<file path="src/rtu_pkg.sv">
// ============================================================================
// rtu_pkg
// Shared types and constants for the RV32 trap entry unit: item layouts,
// configuration register indexes, interrupt codes and mstatus bit positions.
// ============================================================================
package rtu_pkg;

    localparam int XLEN       = 32;
    localparam int CFG_IDX_W  = 3;
    localparam int CFG_DATA_W = 64;
    localparam int CAUSE_W    = 6;
    localparam int IRQ_CODE_W = 4;

    // Configuration register indexes
    localparam logic [CFG_IDX_W-1:0] CFG_MTVEC   = 3'd0;
    localparam logic [CFG_IDX_W-1:0] CFG_STVEC   = 3'd1;
    localparam logic [CFG_IDX_W-1:0] CFG_MEDELEG = 3'd2;
    localparam logic [CFG_IDX_W-1:0] CFG_MIDELEG = 3'd3;
    localparam logic [CFG_IDX_W-1:0] CFG_MIE     = 3'd4;

    // Privilege levels
    localparam logic [1:0] PRIV_U = 2'd0;
    localparam logic [1:0] PRIV_S = 2'd1;
    localparam logic [1:0] PRIV_M = 2'd3;

    // Trap vector mode field
    localparam logic [1:0] VEC_MODE_VECTORED = 2'b01;

    // Interrupt codes
    localparam logic [IRQ_CODE_W-1:0] IRQ_SSI = 4'd1;
    localparam logic [IRQ_CODE_W-1:0] IRQ_MSI = 4'd3;
    localparam logic [IRQ_CODE_W-1:0] IRQ_STI = 4'd5;
    localparam logic [IRQ_CODE_W-1:0] IRQ_MTI = 4'd7;
    localparam logic [IRQ_CODE_W-1:0] IRQ_SEI = 4'd9;
    localparam logic [IRQ_CODE_W-1:0] IRQ_MEI = 4'd11;

    // Interrupt class masks and the cause flag
    localparam logic [XLEN-1:0] M_LIST_MASK = 32'h0000_0AAA;
    localparam logic [XLEN-1:0] S_LIST_MASK = 32'h0000_0222;
    localparam logic [XLEN-1:0] INTR_FLAG   = 32'h8000_0000;

    // mstatus bit positions
    localparam int ST_SIE    = 1;
    localparam int ST_MIE    = 3;
    localparam int ST_SPIE   = 5;
    localparam int ST_MPIE   = 7;
    localparam int ST_SPP    = 8;
    localparam int ST_MPP_LO = 11;
    localparam int ST_MPP_HI = 12;

    typedef struct packed {
        logic [1:0]         current_priv;
        logic [XLEN-1:0]    status_word;
        logic [XLEN-1:0]    next_pc;
        logic               exc_valid;
        logic [CAUSE_W-1:0] exc_cause;
        logic [XLEN-1:0]    exc_value;
        logic [XLEN-1:0]    soft_pending;
        logic               msip_line;
        logic               mtip_line;
        logic               meip_line;
    } req_item_t;

    typedef struct packed {
        logic            trap_taken;
        logic            to_supervisor;
        logic [XLEN-1:0] handler_pc;
        logic [XLEN-1:0] trap_cause;
        logic [XLEN-1:0] trap_value;
        logic [XLEN-1:0] saved_pc;
        logic [1:0]      new_priv;
        logic [XLEN-1:0] new_status;
        logic [XLEN-1:0] new_pending;
    } rsp_item_t;

    typedef struct packed {
        logic [XLEN-1:0]       m_trap_vector;
        logic [XLEN-1:0]       s_trap_vector;
        logic [CFG_DATA_W-1:0] exception_delegation;
        logic [XLEN-1:0]       interrupt_delegation;
        logic [XLEN-1:0]       interrupt_enable;
    } cfg_regs_t;

endpackage

</file>
<file path="src/rtu_intf.sv">
// ============================================================================
// rtu_intf
// Valid/ready channels of the trap entry unit: request items, result items
// and the configuration write channel.
// ============================================================================

// Request channel: one beat per retired instruction
interface rtu_req_if
    import rtu_pkg::*;
();
    logic      valid;
    logic      ready;
    req_item_t item;

    modport source (output valid, output item, input ready);
    modport sink   (input valid, input item, output ready);
endinterface

// Result channel: one beat per request
interface rtu_rsp_if
    import rtu_pkg::*;
();
    logic      valid;
    logic      ready;
    rsp_item_t item;

    modport source (output valid, output item, input ready);
    modport sink   (input valid, input item, output ready);
endinterface

// Configuration write channel
interface rtu_cfg_if
    import rtu_pkg::*;
();
    logic                  valid;
    logic                  ready;
    logic [CFG_IDX_W-1:0]  index;
    logic [CFG_DATA_W-1:0] data;

    modport source (output valid, output index, output data, input ready);
    modport sink   (input valid, input index, input data, output ready);
endinterface

</file>
<file path="src/rtu_decide.sv">
// ============================================================================
// rtu_decide
// Trap decision for one request: merges the interrupt lines into mip,
// picks an exception or the highest priority enabled interrupt, and builds
// the handler pc, cause, tval, epc, new privilege and new mstatus.
// ============================================================================
module rtu_decide
    import rtu_pkg::*;
(
    input  req_item_t item,
    input  cfg_regs_t regs,
    output rsp_item_t result
);

    logic [XLEN-1:0]       mip;
    logic [XLEN-1:0]       m_irq;
    logic [XLEN-1:0]       s_irq;
    logic                  m_ok;
    logic                  s_ok;
    logic                  exc_deleg;
    logic [IRQ_CODE_W-1:0] m_code;
    logic [IRQ_CODE_W-1:0] s_code;

    // Merge the line bits into the pending word and mask each class
    always_comb
    begin
        mip = item.soft_pending;
        mip[IRQ_MSI] = item.msip_line;
        mip[IRQ_MTI] = item.mtip_line;
        mip[IRQ_MEI] = item.meip_line;
        m_irq = mip & regs.interrupt_enable & ~regs.interrupt_delegation & M_LIST_MASK;
        s_irq = mip & regs.interrupt_enable & regs.interrupt_delegation & S_LIST_MASK;
        m_ok  = (m_irq != '0) &&
                ((item.current_priv != PRIV_M) || item.status_word[ST_MIE]);
        s_ok  = (s_irq != '0) &&
                (((item.current_priv == PRIV_S) && item.status_word[ST_SIE]) ||
                 (item.current_priv == PRIV_U));
        exc_deleg = (item.current_priv != PRIV_M) &&
                    regs.exception_delegation[item.exc_cause];
    end

    // Fixed priority pick: M class 11,3,7,9,1,5
    always_comb
    begin
        if (m_irq[IRQ_MEI])
            m_code = IRQ_MEI;
        else if (m_irq[IRQ_MSI])
            m_code = IRQ_MSI;
        else if (m_irq[IRQ_MTI])
            m_code = IRQ_MTI;
        else if (m_irq[IRQ_SEI])
            m_code = IRQ_SEI;
        else if (m_irq[IRQ_SSI])
            m_code = IRQ_SSI;
        else
            m_code = IRQ_STI;
    end

    // Fixed priority pick: S class 9,1,5
    always_comb
    begin
        if (s_irq[IRQ_SEI])
            s_code = IRQ_SEI;
        else if (s_irq[IRQ_SSI])
            s_code = IRQ_SSI;
        else
            s_code = IRQ_STI;
    end

    // Build the result
    always_comb
    begin
        logic                  take;
        logic                  to_s;
        logic                  intr;
        logic [IRQ_CODE_W-1:0] code;
        logic [XLEN-1:0]       vec;
        logic [XLEN-1:0]       base;
        logic [XLEN-1:0]       st;

        take = 1'b0;
        to_s = 1'b0;
        intr = 1'b0;
        code = m_code;
        if (item.exc_valid)
        begin
            take = 1'b1;
            to_s = exc_deleg;
        end
        else if (m_ok)
        begin
            take = 1'b1;
            intr = 1'b1;
        end
        else if (s_ok)
        begin
            take = 1'b1;
            to_s = 1'b1;
            intr = 1'b1;
            code = s_code;
        end

        // Handler address, vectored only for interrupts in mode 1
        vec  = to_s ? regs.s_trap_vector : regs.m_trap_vector;
        base = {vec[XLEN-1:2], 2'b00};
        if (intr && (vec[1:0] == VEC_MODE_VECTORED))
            base = base + {{(XLEN-IRQ_CODE_W-2){1'b0}}, code, 2'b00};

        // Stack the interrupt enable and previous privilege
        st = item.status_word;
        if (to_s)
        begin
            st[ST_SPIE] = item.status_word[ST_SIE];
            st[ST_SIE]  = 1'b0;
            st[ST_SPP]  = item.current_priv[0];
        end
        else
        begin
            st[ST_MPIE] = item.status_word[ST_MIE];
            st[ST_MIE]  = 1'b0;
            st[ST_MPP_HI:ST_MPP_LO] = item.current_priv;
        end

        result.new_pending = mip;
        if (take)
        begin
            result.trap_taken    = 1'b1;
            result.to_supervisor = to_s;
            result.handler_pc    = base;
            result.trap_cause    = intr ? (INTR_FLAG | {{(XLEN-IRQ_CODE_W){1'b0}}, code})
                                        : {{(XLEN-CAUSE_W){1'b0}}, item.exc_cause};
            result.trap_value    = intr ? '0 : item.exc_value;
            result.saved_pc      = item.next_pc;
            result.new_priv      = to_s ? PRIV_S : PRIV_M;
            result.new_status    = st;
        end
        else
        begin
            result.trap_taken    = 1'b0;
            result.to_supervisor = 1'b0;
            result.handler_pc    = item.next_pc;
            result.trap_cause    = '0;
            result.trap_value    = '0;
            result.saved_pc      = '0;
            result.new_priv      = item.current_priv;
            result.new_status    = item.status_word;
        end
    end

endmodule

</file>
<file path="src/riscv_trap_entry_unit_top.sv">
// ============================================================================
// riscv_trap_entry_unit_top
// RV32 trap entry for one hart. Each request beat carries the state after a
// retired instruction; each result beat tells whether a trap is entered and
// gives the handler pc, cause, tval, epc, new privilege, new mstatus and the
// merged mip. The unit takes one request per cycle unless a stalled result
// backs up into a full request register. Each request passes through the
// request register, the trap decision and the result register. A stalled
// result holds the result register and a full request register; a new request
// is still taken while the request register is empty. Configuration writes are
// always accepted and apply to requests evaluated from the next cycle on.
// ============================================================================
module riscv_trap_entry_unit_top
    import rtu_pkg::*;
(
    input  logic        clk,
    input  logic        rst_n,
    rtu_req_if.sink     trap_req,
    rtu_rsp_if.source   trap_rsp,
    rtu_cfg_if.sink     cfg
);

    logic      req_valid_reg;
    req_item_t req_item_reg;
    logic      rsp_valid_reg;
    rsp_item_t rsp_item_reg;
    cfg_regs_t cfg_reg;
    rsp_item_t decide_result;
    logic      rsp_free;
    logic      req_free;

    // Stage handshakes
    assign rsp_free       = !rsp_valid_reg || trap_rsp.ready;
    assign req_free       = !req_valid_reg || rsp_free;
    assign trap_req.ready = req_free;
    assign cfg.ready      = 1'b1;
    assign trap_rsp.valid = rsp_valid_reg;
    assign trap_rsp.item  = rsp_item_reg;

    // Hold configuration registers
    always_ff @(posedge clk or negedge rst_n)
    begin
        if (!rst_n)
        begin
            cfg_reg <= '0;
        end
        else if (cfg.valid)
        begin
            unique case (cfg.index)
                CFG_MTVEC:   cfg_reg.m_trap_vector        <= cfg.data[XLEN-1:0];
                CFG_STVEC:   cfg_reg.s_trap_vector        <= cfg.data[XLEN-1:0];
                CFG_MEDELEG: cfg_reg.exception_delegation <= cfg.data;
                CFG_MIDELEG: cfg_reg.interrupt_delegation <= cfg.data[XLEN-1:0];
                CFG_MIE:     cfg_reg.interrupt_enable     <= cfg.data[XLEN-1:0];
                default:     ;
            endcase
        end
    end

    // Advance the request register
    always_ff @(posedge clk or negedge rst_n)
    begin
        if (!rst_n)
            req_valid_reg <= 1'b0;
        else if (req_free)
            req_valid_reg <= trap_req.valid;
    end

    always_ff @(posedge clk)
    begin
        if (req_free && trap_req.valid)
            req_item_reg <= trap_req.item;
    end

    rtu_decide u_decide (
        .item   (req_item_reg),
        .regs   (cfg_reg),
        .result (decide_result)
    );

    // Advance the result register
    always_ff @(posedge clk or negedge rst_n)
    begin
        if (!rst_n)
            rsp_valid_reg <= 1'b0;
        else if (rsp_free)
            rsp_valid_reg <= req_valid_reg;
    end

    always_ff @(posedge clk)
    begin
        if (rsp_free && req_valid_reg)
            rsp_item_reg <= decide_result;
    end

`ifndef SYNTH
    // An accepted request beat occupies the request register next cycle
    assert property (@(posedge clk) disable iff (!rst_n)
        (trap_req.valid && trap_req.ready) |=> req_valid_reg)
        else $error("accepted request beat lost");

    // M-mode trap lands in machine level
    assert property (@(posedge clk) disable iff (!rst_n)
        (rsp_valid_reg && rsp_item_reg.trap_taken && !rsp_item_reg.to_supervisor)
            |-> (rsp_item_reg.new_priv == PRIV_M))
        else $error("M-mode trap with wrong privilege");

    // S-mode trap lands in supervisor level with SIE cleared
    assert property (@(posedge clk) disable iff (!rst_n)
        (rsp_valid_reg && rsp_item_reg.trap_taken && rsp_item_reg.to_supervisor)
            |-> (rsp_item_reg.new_priv == PRIV_S && !rsp_item_reg.new_status[ST_SIE]))
        else $error("S-mode trap with wrong privilege or SIE");

    // No trap leaves cause, tval and epc at zero
    assert property (@(posedge clk) disable iff (!rst_n)
        (rsp_valid_reg && !rsp_item_reg.trap_taken)
            |-> (rsp_item_reg.trap_cause == '0 && rsp_item_reg.trap_value == '0 &&
                 rsp_item_reg.saved_pc == '0))
        else $error("trap fields set without a trap");
`endif

endmodule

</file>
<file path="src/flat_wrapper.sv">
// flat-port wrapper written by rule: the top's interface ports become plain ports
module riscv_trap_entry_unit_top_flat import rtu_pkg::*;
  (clk, rst_n, trap_req_valid, trap_req_item, trap_req_ready, trap_rsp_valid, trap_rsp_item, trap_rsp_ready, cfg_valid, cfg_index, cfg_data, cfg_ready);
  rtu_req_if trap_req_i ();
  rtu_rsp_if trap_rsp_i ();
  rtu_cfg_if cfg_i ();
  input  logic clk;
  input  logic rst_n;
  input wire logic [$bits(trap_req_i.valid)-1:0] trap_req_valid;
  input wire logic [$bits(trap_req_i.item)-1:0] trap_req_item;
  output wire logic [$bits(trap_req_i.ready)-1:0] trap_req_ready;
  output wire logic [$bits(trap_rsp_i.valid)-1:0] trap_rsp_valid;
  output wire logic [$bits(trap_rsp_i.item)-1:0] trap_rsp_item;
  input wire logic [$bits(trap_rsp_i.ready)-1:0] trap_rsp_ready;
  input wire logic [$bits(cfg_i.valid)-1:0] cfg_valid;
  input wire logic [$bits(cfg_i.index)-1:0] cfg_index;
  input wire logic [$bits(cfg_i.data)-1:0] cfg_data;
  output wire logic [$bits(cfg_i.ready)-1:0] cfg_ready;
  assign trap_req_i.valid = trap_req_valid;
  assign trap_req_i.item = trap_req_item;
  assign trap_req_ready = trap_req_i.ready;
  assign trap_rsp_valid = trap_rsp_i.valid;
  assign trap_rsp_item = trap_rsp_i.item;
  assign trap_rsp_i.ready = trap_rsp_ready;
  assign cfg_i.valid = cfg_valid;
  assign cfg_i.index = cfg_index;
  assign cfg_i.data = cfg_data;
  assign cfg_ready = cfg_i.ready;
  riscv_trap_entry_unit_top u_core (.clk(clk), .rst_n(rst_n), .trap_req(trap_req_i), .trap_rsp(trap_rsp_i), .cfg(cfg_i));
endmodule
</file>
<file path="config.mk">
export PLATFORM = sky130hd
export DESIGN_NAME = riscv_trap_entry_unit_top_flat
export DESIGN_NICKNAME = d
export VERILOG_FILES = /design/src/rtu_pkg.sv /design/src/rtu_intf.sv /design/src/rtu_decide.sv /design/src/riscv_trap_entry_unit_top.sv /design/src/flat_wrapper.sv
export SDC_FILE = /design/constraint.sdc
export NUM_CORES = 1
export LEC_CHECK = 0
export BUFFER_PORTS_ARGS = -buffer_cell sky130_fd_sc_hd__buf_2
export CAP_MARGIN = 10
export CORE_AREA = 3 3 255 194
export DETAILED_ROUTE_END_ITERATION = 10
export DIE_AREA = 0 0 258 197
export PLACE_DENSITY = 0.74
export REMOVE_ABC_BUFFERS = 1
export SLEW_MARGIN = 0
export SYNTH_ARGS = -nofsm -noshare
export SYNTH_HDL_FRONTEND = slang
export SYNTH_HIERARCHICAL = 1
export SYNTH_SLANG_ARGS = --single-unit
</file>
<file path="constraint.sdc">
create_clock -name clk -period 6.31 [get_ports clk]
set_input_delay 1.262 -clock clk [delete_from_list [all_inputs] [get_ports clk]]
set_output_delay 1.262 -clock clk [all_outputs]
set_load 0.05 [all_outputs]
</file>
-- Word level (Yosys, flattened, before mapping)
Index checks and enable logic that the tools add are counted.
- eq/ne operators: 7
- reduce and logical (&&, ||, !) cells: 23
- order comparisons: 1
- add/sub/neg operators: 1
- bitwise logic cells: 5
- mux-type cells: 30
- operators with widths (operator ; count):
    164-bit 2-to-1 mux ; 1
    32-bit 2-to-1 mux ; 4
    32-bit nonzero test ; 2
    32-bit by 6-bit adder with 32-bit output ; 1
    4-bit 2-to-1 mux ; 8
    12-bit AND ; 2
    1-bit 2-to-1 mux ; 12
    12-bit inverter ; 1
    10-bit AND ; 1
    2-bit AND reduction ; 5
    1-bit logical AND ; 7
    6-bit by 7-bit less-than comparator with 1-bit output, second input constant ; 1
    1-bit binary-select mux with 6-bit select ; 1
    3-bit by 2-bit equality test with 1-bit output, second input constant ; 2
    3-bit 2-to-1 mux ; 2
    2-bit by 1-bit equality test with 1-bit output, second input constant ; 2
    1-bit logical OR ; 4
    2-bit 2-to-1 mux ; 2
    3-bit by 1-bit equality test with 1-bit output, second input constant ; 1
    3-bit equality test, second input constant ; 1
    3-bit zero test ; 1
    1-bit zero test ; 2
    2-bit zero test ; 1
    2-bit != test, second input constant ; 1
    2 further kinds ; 2
- input port bits: 212
- bits in registers: 490

-- Logic depth before layout (Yosys ltp)
- word-level depth: 13
- mapped depth: 22
- mapped depth without buffers: 16

-- Modules after synthesis
The synthesis kept the hierarchy.
- modules (own cells, without submodules) (module ; cells an instance ; seq. area each (sq um) ; times used ; area an instance (sq um)):
    riscv_trap_entry_unit_top ; 756 ; 14944.3 ; 1 ; 17819.6
    rtu_decide ; 543 ; 0.0 ; 1 ; 3758.6

-- Worst setup path before layout
No wires, ideal clock.
- path type: input -> register
- from: input port trap_rsp_ready
- to: register u_core.rsp_item_reg, in the netlist u_core/trap_rsp.item[0] (enable)
- buffers on the path: 0
- cell stages on the path: 2
- setup slack: -126 ps
- arrival: 5855 ps
- cell sequence: nand2b_1 > and2_1
- longest elaborated chain between the ends: 2
- RTL lines (item ; RTL line ; source):
    from (decl) ; flat_wrapper.sv:14 ; input wire logic [$bits(trap_rsp_i.ready)-1:0] trap_rsp_ready;
    1-bit logical OR ; riscv_trap_entry_unit_top.sv:33 ; assign rsp_free = !rsp_valid_reg || trap_rsp.ready;
    1-bit logical AND ; riscv_trap_entry_unit_top.sv:92 ; if (rsp_free && req_valid_reg)
    to (signal assigned) ; riscv_trap_entry_unit_top.sv:93 ; rsp_item_reg <= decide_result;
    to (decl) ; riscv_trap_entry_unit_top.sv:26 ; rsp_item_t rsp_item_reg;
No other way between the ends.
A chain may end at the register's enable or synchronous reset.

==> results.yml <==
outcome:
  outcome: "complete, no violations"
floorplan:
  die_width_um: 258
  die_area_um2: 50800
  rows: 69
  core_um2: 47200
  die_h_um: 197
  initial_core_util_pct: 41.3
  ios: 411
pwr:
  p_sw_share_pct: 29.5
  net-switching-power_w: 0.00248
  seqPwrFrac_pct: 47.9
  p_leak_nw: 9.31
  pwr-share-clk_pct: 32.2
  vdd_drop_max_v: 0.000203
  p_int_w: 0.00593
  fin_total_pwr_w: 0.00841
  pwr-share-comb_pct: 19.9
  p_per_area_nw_per_um2: 364
detailed_routing:
  postRouteAntennaNets: 0
  drc: 0
  routed-via-count: 11100
  viasPerCell: 4.98
  wl_mm: 48.7
  drt-pass1-iter-count: 5
  wl_per_cell_um: 21.8
  drtIter0Drc: 843
logic_synthesis:
  syn_area_per_cell_um2: 16.4
  ys_warn_count: 6
  netlist_area_um2: 19500
  postSynthCellCount: 1190
cts:
  clk-insertion-delay-late_ps: 580
  clkSinkCount: 475
  ctsResizeCount: 0
  clkSlewWorstSetupHoldPaths_ps: 60
  cts_setup_buffers: 0
  ctsHoldBuffers: 0
  root_buffer: "clkbuf_16"
  htree_levels: 2
  cts.path.max_buffers: 3
  numCtsBuffers: 47
  cts_tree: "done"
setup_path:
  timing.rr.start: "u_core/req_item_reg[68]$_DFFE_PP_"
  cp-start-kind: "flip-flop"
  worstSetupPathType: "flip-flop to flip-flop"
  critPathLaunch: "u_core/req_item_reg[68]$_DFFE_PP_"
  arrival_ps: 6020
  cp_max_fo: 17
  rrSetupSlack_ps: 580
  cp.required_ps: 6600
  endpoint_kind: "flip-flop"
finish:
  nFillCells: 4006
  area_growth_pct: 18.5
  finalNetCount: 1771
  final_area_um2: 23100
  final_cells: 2232
  drive_above_1_share_pct: 41.4
  layout_commonest_cell: "buf_2"
  largest_reg_flops: 196
  layout_common_cells: "405 x buf_2, 333 x edfxtp_1, 142 x dfrtp_1"
run:
  max_cap_violations: 0
sta:
  period_minus_slack_ps: 5730
  fmax_mhz: 175
  drv_slew: 0
  hold_viol_final: 0
  finalCritPeriodShare_pct: 90.7
  rsz0062_at_grt: "false"
  slew_headroom_pct: 19.0
  finClkSkew_ps: 16.4
  tightestPinTransition_ps: 1210
  whs_ps: 417
  setup_violations: 0
place:
  placed_cell_area_um2: 21600
  gp_congestion: 0.865
  placed_cells: 2145
  port_buffers: 406
  dp_hpwl_mm: 34.2
global_routing:
  grt-ovfl-total: 0
  grt_pass1_wl_mm: 71.6
  grt_max_degree: 138
  grt_pass1_vias: 11200
  antenna_found_initial: 13
  grt.total_usage_pct: 18.8
worst_hold_path:
  hp-class: "flip-flop to flip-flop"
  hold_start: "u_core/req_item_reg[26]$_DFFE_PP_"
-- final timing paths --
kind | end | depth (start not counted)
max | u_core/trap_rsp.item[193]$_DFFE_PP_ | 15
min | u_core/trap_rsp.item[23]$_DFFE_PP_ | 0
max reg2reg | u_core/trap_rsp.item[193]$_DFFE_PP_ | 15
min reg2reg | u_core/trap_rsp.item[23]$_DFFE_PP_ | 0
max in group asynchronous | u_core/cfg_reg[175]$_DFFE_PN0P_ | 2
min in group asynchronous | u_core/cfg_reg[105]$_DFFE_PN0P_ | 1
-- stage by stage --
step	util [%]	setup TNS (ps)	worst slack, ps
after floorplan	-	-28280	-556
after global placement	45.7	0	718
after detailed placement	45.7	0	575
after CTS	48.9	0	591
after global routing	48.9	0	127
final	48.9	0	584
-- power groups by stage --
stage | registers [W] | logic, W | clock network, W
6_report | 0.00402 | 0.00167 | 0.00271
2_1_floorplan | 0.00451 | 0.000730 | 0
3_5_place_dp | 0.00408 | 0.00168 | 0
4_1_cts | 0.00402 | 0.00169 | 0.00280
3_3_place_gp | 0.00406 | 0.00165 | 0
5_1_grt | 0.00407 | 0.00179 | 0.00292
-- critical path, cell delays in order (launching register included) --
cell and delay [ps]:
edfxtp_1 930, mux4_2 470, mux4_2 490, o22ai_2 140
nor2_1 130, nor3_4 530, inv_2 150, mux2i_1 320
inv_1 110, ha_1 340, nand4_1 100, or4_1 420
nand3_1 470, o2111ai_1 450, nor3_1 270, o31ai_1 100
-- final cells by class --
class	instances	area, µm²	share of cell area [%]
Antenna cell	2	5.00	0.0217
Tap cell	639	800	3.46
Timing Repair Buffer	423	2190	9.48
Sequential cell	475	13600	58.7
Inverter	11	41.3	0.179
Clock inverter	22	205	0.888
Clock buffer	63	1290	5.59
Multi-Input combinational cell	597	5020	21.7
-- metal layers --
metal | global-route usage, % | vias up | share of wire (%)
met4 | 4.30 | 22 | 1.7
met3 | 6.01 | 75 | 8.2
met1 | 24.2 | 5561 | 42
met5 | 0 | - | 0.30
li1 | - | 5036 | -
met2 | 31.4 | 414 | 48
No activity file was read; power rests on OpenSTA's default activity.
